[config.mk]
export PLATFORM = sky130hd
export DESIGN_NAME = amal_div
export DESIGN_NICKNAME = d
export VERILOG_FILES = /design/src/rtl/audio_mix_adaptive_limiter_top_defines.svh /design/src/rtl/amal_pkg.sv /design/src/rtl/amal_div.sv
export SDC_FILE = /design/constraint.sdc
export NUM_CORES = 1
export LEC_CHECK = 0
export BUFFER_PORTS_ARGS = -buffer_cell sky130_fd_sc_hd__buf_2
export CORE_ASPECT_RATIO = 1.5
export CORE_MARGIN = 3
export CORE_UTILIZATION = 43
export DETAILED_ROUTE_END_ITERATION = 16
export PLACE_DENSITY = 0.73
export SKIP_CTS_REPAIR_TIMING = 1
export SLEW_MARGIN = 30
export SYNTH_ARGS = -nofsm -noshare
export SYNTH_HDL_FRONTEND = slang
export SYNTH_SLANG_ARGS = --single-unit
[constraint.sdc]
create_clock -name clock -period 7.95 [get_ports clock]
set_input_delay 1.1925 -clock clock [delete_from_list [all_inputs] [get_ports clock]]
set_output_delay 1.1925 -clock clock [all_outputs]
set_load 0.02 [all_outputs]
[src/rtl/audio_mix_adaptive_limiter_top_defines.svh]
// Assertion macros used by the mixer limiter top module.
// Both macros sample on the rising edge of clock and are quiet while reset is high.
`ifndef AUDIO_MIX_ADAPTIVE_LIMITER_TOP_DEFINES_SVH
`define AUDIO_MIX_ADAPTIVE_LIMITER_TOP_DEFINES_SVH
`ifndef SYNTHESIS
// Checks that prop holds at every rising clock edge outside reset.
`define AMAL_ASSERT(label, prop) \
   label: assert property (@(posedge clock) disable iff (reset) prop) \
      else $error("audio mixer limiter: invariant violated");
// Checks that nxt holds in the cycle after cond.
`define AMAL_ASSERT_NEXT(label, cond, nxt) \
   label: assert property (@(posedge clock) disable iff (reset) (cond) |=> (nxt)) \
      else $error("audio mixer limiter: sequence violated");
`else
`define AMAL_ASSERT(label, prop)
`define AMAL_ASSERT_NEXT(label, cond, nxt)
`endif
`endif

[src/rtl/amal_pkg.sv]
`default_nettype none

package amal_pkg;

   localparam int STORE_DEPTH = 1024;
   localparam int POS_W       = $clog2(STORE_DEPTH);
   localparam int SIZE_W      = POS_W + 1;
   localparam int SAMPLE_W    = 16;
   localparam int ACC_W       = 32;
   localparam int GAIN_W      = 7;
   localparam int MAX_W       = 15;
   localparam int CH_CNT_W    = 4;
   localparam int CH_IDX_W    = 3;
   localparam int FS_W        = 11;
   localparam int FPROD_W     = FS_W + CH_CNT_W;
   localparam int CSR_IDX_W   = 2;
   localparam int CSR_DATA_W  = 15;
   localparam int Q_SHIFT     = 6;
   localparam int ATTEN_SHIFT = 5;
   localparam int PROD_W      = ACC_W + GAIN_W + 1;
   localparam int V_W         = PROD_W - Q_SHIFT;
   localparam int DIVIDEND_W  = MAX_W + Q_SHIFT;
   localparam int DIV_CNT_W   = $clog2(DIVIDEND_W + 1);

   typedef logic [POS_W-1:0]           pos_type;
   typedef logic [SIZE_W-1:0]          size_type;
   typedef logic [FPROD_W-1:0]         fprod_type;
   typedef logic [CH_CNT_W-1:0]        ch_cnt_type;
   typedef logic [CH_IDX_W-1:0]        ch_idx_type;
   typedef logic [FS_W-1:0]            fs_type;
   typedef logic [GAIN_W-1:0]          gain_type;
   typedef logic [MAX_W-1:0]           max_type;
   typedef logic signed [SAMPLE_W-1:0] sample_type;
   typedef logic [ACC_W-1:0]           acc_type;
   typedef logic signed [PROD_W-1:0]   prod_type;
   typedef logic signed [V_W-1:0]      v_type;
   typedef logic [DIVIDEND_W-1:0]      dividend_type;
   typedef logic [DIV_CNT_W-1:0]       div_cnt_type;

   typedef enum logic [CSR_IDX_W-1:0] {
      CSR_MAX_RANGE     = 2'd0,
      CSR_CHANNELS      = 2'd1,
      CSR_FRAME_SAMPLES = 2'd2,
      CSR_PRE_ATTENUATE = 2'd3
   } csr_reg_type;

   typedef enum logic [2:0] {
      ST_IDLE,
      ST_ACC,
      ST_MUL,
      ST_CHK,
      ST_DIV,
      ST_OUT
   } state_type;

   typedef struct packed {
      logic busy;
      logic done;
   } div_stat_type;

   localparam gain_type   GAIN_INIT           = gain_type'(32);
   localparam gain_type   GAIN_MAX            = gain_type'(64);
   localparam max_type    MAX_RANGE_RESET     = max_type'(32767);
   localparam ch_cnt_type CHANNELS_RESET      = ch_cnt_type'(1);
   localparam fs_type     FRAME_SAMPLES_RESET = fs_type'(160);
   localparam ch_cnt_type MAX_CH              = ch_cnt_type'(8);
   localparam fprod_type  FPROD_DEPTH         = fprod_type'(STORE_DEPTH);
   localparam size_type   SIZE_DEPTH          = size_type'(STORE_DEPTH);
   localparam v_type      SAT_POS             = v_type'(32767);
   localparam v_type      SAT_NEG             = -SAT_POS;
   localparam sample_type ATTEN_BIAS          = sample_type'((1 << ATTEN_SHIFT) - 1);

endpackage

`default_nettype wire

[src/rtl/amal_div.sv]
`default_nettype none

// Restoring divider, one quotient bit per cycle, for the gain recompute.
module amal_div (
   input  wire logic                   clock,
   input  wire logic                   reset,
   input  wire logic                   start,
   input  wire amal_pkg::dividend_type dividend,
   input  wire amal_pkg::acc_type      divisor,
   output amal_pkg::dividend_type      quotient,
   output amal_pkg::div_stat_type      status
);

   logic                           busy_ff, busy_in;
   logic                           done_ff, done_in;
   amal_pkg::div_cnt_type          cnt_ff, cnt_in;
   amal_pkg::acc_type              rem_ff, rem_in;
   amal_pkg::acc_type              dvs_ff, dvs_in;
   amal_pkg::dividend_type         quo_ff, quo_in;
   logic [amal_pkg::ACC_W:0]       trial;
   logic [amal_pkg::ACC_W:0]       diff;

   always_comb begin
      busy_in = busy_ff;
      done_in = 1'b0;
      cnt_in  = cnt_ff;
      rem_in  = rem_ff;
      dvs_in  = dvs_ff;
      quo_in  = quo_ff;
      // Shift the next dividend bit into the partial remainder.
      trial   = {rem_ff, quo_ff[amal_pkg::DIVIDEND_W-1]};
      diff    = trial - {1'b0, dvs_ff};
      if (start) begin
         busy_in = 1'b1;
         cnt_in  = amal_pkg::div_cnt_type'(amal_pkg::DIVIDEND_W);
         rem_in  = '0;
         dvs_in  = divisor;
         quo_in  = dividend;
      end else if (busy_ff) begin
         if (!diff[amal_pkg::ACC_W]) begin
            rem_in = diff[amal_pkg::ACC_W-1:0];
            quo_in = {quo_ff[amal_pkg::DIVIDEND_W-2:0], 1'b1};
         end else begin
            rem_in = trial[amal_pkg::ACC_W-1:0];
            quo_in = {quo_ff[amal_pkg::DIVIDEND_W-2:0], 1'b0};
         end
         cnt_in = cnt_ff - 1'b1;
         if (cnt_ff == amal_pkg::div_cnt_type'(1)) begin
            busy_in = 1'b0;
            done_in = 1'b1;
         end
      end
   end

   always_ff @(posedge clock) begin
      if (reset) begin
         busy_ff <= 1'b0;
         done_ff <= 1'b0;
         cnt_ff  <= '0;
      end else begin
         busy_ff <= busy_in;
         done_ff <= done_in;
         cnt_ff  <= cnt_in;
      end
      rem_ff <= rem_in;
      dvs_ff <= dvs_in;
      quo_ff <= quo_in;
   end

   assign quotient    = quo_ff;
   assign status.busy = busy_ff;
   assign status.done = done_ff;

endmodule

`default_nettype wire

==> out/metrics.cfg <==
[logic_synthesis]
synth_fa_ha_area_frac = 0.08182
ys_seq_elements = 92
avgSynthCellArea_um2 = 10.21
synth_edf_count = 53
yosys.area_share.simple = 0.1115
yosysUniqueCellTypes = 63
synth_nets = 624
synth_cells = 533
synth-xor-area-share = 0.05815
ys_warn_count = 0
syn_area_mm2 = 0.005444
synth-compound-area-share = 0.1754
synth_mux_area_frac = 0.08550
synth_top_family_by_area = compound AO/OA/AOI/OAI gates
async_flop_share = 0
yosysSeqAreaShare = 0.4358
synth_flop_cell = edfxtp_1

[cells_and_area]
finish.instance_area_mm2 = 0.006276
drive_gt1_frac = 0.2151
n_antenna_cell = 0
final_common_cell = buf_2
fillers = 1102
seqCellArea_mm2 = 0.002374
multi_input_area_mm2 = 0.002796
syn_to_final_growth_pct = 15.28
layout_common_cells = buf_2 (77), edfxtp_1 (53), inv_1 (44)
fin_nets = 695

[sta]
fin_crit_ns = 3.363
hold_viol = 0
timing.fmax_ghz = 0.2974
worstMarginPinSlew_ns = 0.8539
period_share = 0.4230
finClkSkew_ns = 0.007839
rsz0062_at_grt = no
report.final.setup_viol = 0
fin_tns_setup_ns = 0
slew_viol_final = 0
slew_headroom = 0.4293

[hold_path]
hold_depth = 2
hold_end = rem_ff[10]
hold_path.class = flop to flop
hold_path.startpoint = rem_ff[9]

[setup_path]
end_kind = flop
path_class = flop to flop
crit_arrival_ns = 3.56
cp.required_ns = 8.15
r2r_start = quotient[20]
worstPathMaxFanout = 11
r2r_slack_ns = 4.59
reg2reg_to = rem_ff[19]
slowest_stage = xnor2_4
reg2reg_depth = 13
crit_chain = inv_1, ha_1, fa_1, nand2b_1, a21oi_2, a211oi_2, o311a_4, a21oi_4, a21oi_4, xnor2_4, buf_8, mux2i_1, a211oi_1
max_stage_delay_ns = 0.43
crit_path_frequent_cell = a21oi_4
start_kind = flop

[global_routing]
grt_pass1_wl_um = 19550
grt_pass1_vias = 4303
grtUsageTotal = 0.1688
grt_max_degree = 74
grt_antenna_before_repair = 0
grt_overflow = 0

[clock_tree]
tritoncts = built
cts_made_buffers = 9
cts_max_level = 3
clk_latency_ns = 0.35
cts_buffer_depth = 2
path_clk_slew_ns = 0.07
clock_sinks = 92
root_buffer = clkbuf_16

[placement]
hpwl_um = 8408
port_buffers = 78
dpl_cell_area_mm2 = 0.005968
routabilityCongestion = 0.8474

[die]
core-area_mm2 = 0.01220
start_util = 0.4462
dieArea_mm2 = 0.01407
rows = 49
die_h_um = 143.8
die_w_um = 97.87
ios = 79

[drt]
avgRoutedWirePerCell_um = 15.25
drtIter0Drc = 194
vias = 4207
wl_um = 11620
avgViaCountPerCell = 5.521
route.detailed.drc = 0
drtPass1Iterations = 4
ant_nets = 0

[power]
fin_total_pwr_mw = 1.378
cellPowerDensity_mw_per_mm2 = 219.5
total_leakage_power_nw = 2.600
vdd_drop_max_mv = 0.1230

[run_status]
status = finished, final reports clean

[job]
maxCapViolCount = 0

[Yosys cell counts (4+ instances only)]
master	instances	area (µm²)
nand3_1	6	30.03
ha_1	34	425.4
nand2_1	28	105.1
nor2_1	43	161.4
o21ai_0	18	90.09
nand4_1	5	31.28
a31oi_1	4	25.02
o21a_1	5	37.54
and3_1	5	31.28
a21o_1	12	90.09
inv_1	44	165.2
mux2i_1	24	240.2
nor2b_1	4	25.02
mux2_2	20	225.2
a211oi_1	28	210.2
xnor2_1	22	192.7
xor2_1	11	96.34
o21bai_1	5	37.54
dfxtp_1	39	780.8
clkbuf_1	15	56.30
a21oi_1	36	180.2
edfxtp_1	53	1592
nor3_1	7	35.03
[registers in the layout, indices dropped and copies added, names as in the netlist]
| signal | flops |
|---|---|
| busy_ff | 1 |
| quotient | 21 |
| cnt_ff | 5 |
| dvs_ff | 32 |
| done_ff | 1 |
| rem_ff | 32 |
[worst max-delay path by stage]
stage | slack [ns] | to | depth (start not counted) | start
global route | 4.44 | rem_ff[19] | 13 | quotient[20]
global placement | 4.37 | rem_ff[1] | 12 | quotient[20]
floorplan | 4.86 | rem_ff[11] | 13 | quotient[20]
finish | 4.59 | rem_ff[19] | 13 | quotient[20]
CTS | 4.57 | rem_ff[19] | 13 | quotient[20]
detailed placement | 4.34 | quotient[12] | 3 | start
[cell families after synthesis]
kind of cell / count (synthesis)
AOI/OAI and AO/OA: 138
and+or+nand+nor: 123
DFF: 92
buffers and inverters: 67
muxes: 44
adders and majority gates: 35
xor gates and xnor gates: 34
[metrics by stage]
step	std cells	util	hold WS (ns)	setup slack, ns
after floorplan	533	-	0.4572	4.858
after global placement	744	0.4861	0.4791	4.371
after detailed placement	746	0.4892	0.4913	4.340
after CTS	762	0.5144	0.5032	4.572
after global routing	762	0.5144	0.5262	4.437
final	762	0.5144	0.5028	4.587
[worst max-delay path, delay by kind of cell (launching register included)]
family	cells	cell delay, ns
flip-flops	1	0.38
AND/OR/NAND/NOR	1	0.19
buffers and inverters	2	0.29
AO/OA/AOI/OAI	6	1.05
XOR/XNOR	1	0.43
adder cells (fa/ha/maj)	2	0.62
multiplexers	1	0.24
[cell type report]
type                            count  area share
Sequential cell                    92      0.3782
Inverter                           45     0.02691
Clock inverter                      6     0.01096
Clock buffer                       10     0.03808
Multi-Input combinational cell    374      0.4456
Timing Repair Buffer               82     0.06978
Tap cell                          153     0.03050
[power breakdown]
part	total (mW)	leakage, nW	internal (mW)	switching (mW)
clock	0.449	0.146	0.255	0.195
combinational	0.351	1.61	0.151	0.201
sequential	0.577	0.846	0.551	0.0259
total	1.38	2.60	0.956	0.421
[layer usage]
| metal | vias to the layer above | track usage | wire length (µm) |
|---|---|---|---|
| li1 | 2092 | - | - |
| met1 | 1990 | 0.1993 | 4986 |
| met4 | 0 | 0.06200 | 195 |
| met2 | 109 | 0.2954 | 5820 |
| met3 | 16 | 0.04371 | 617 |
| met5 | - | 0 | 0 |
Note: power is estimated with default switching activity, not from simulation.
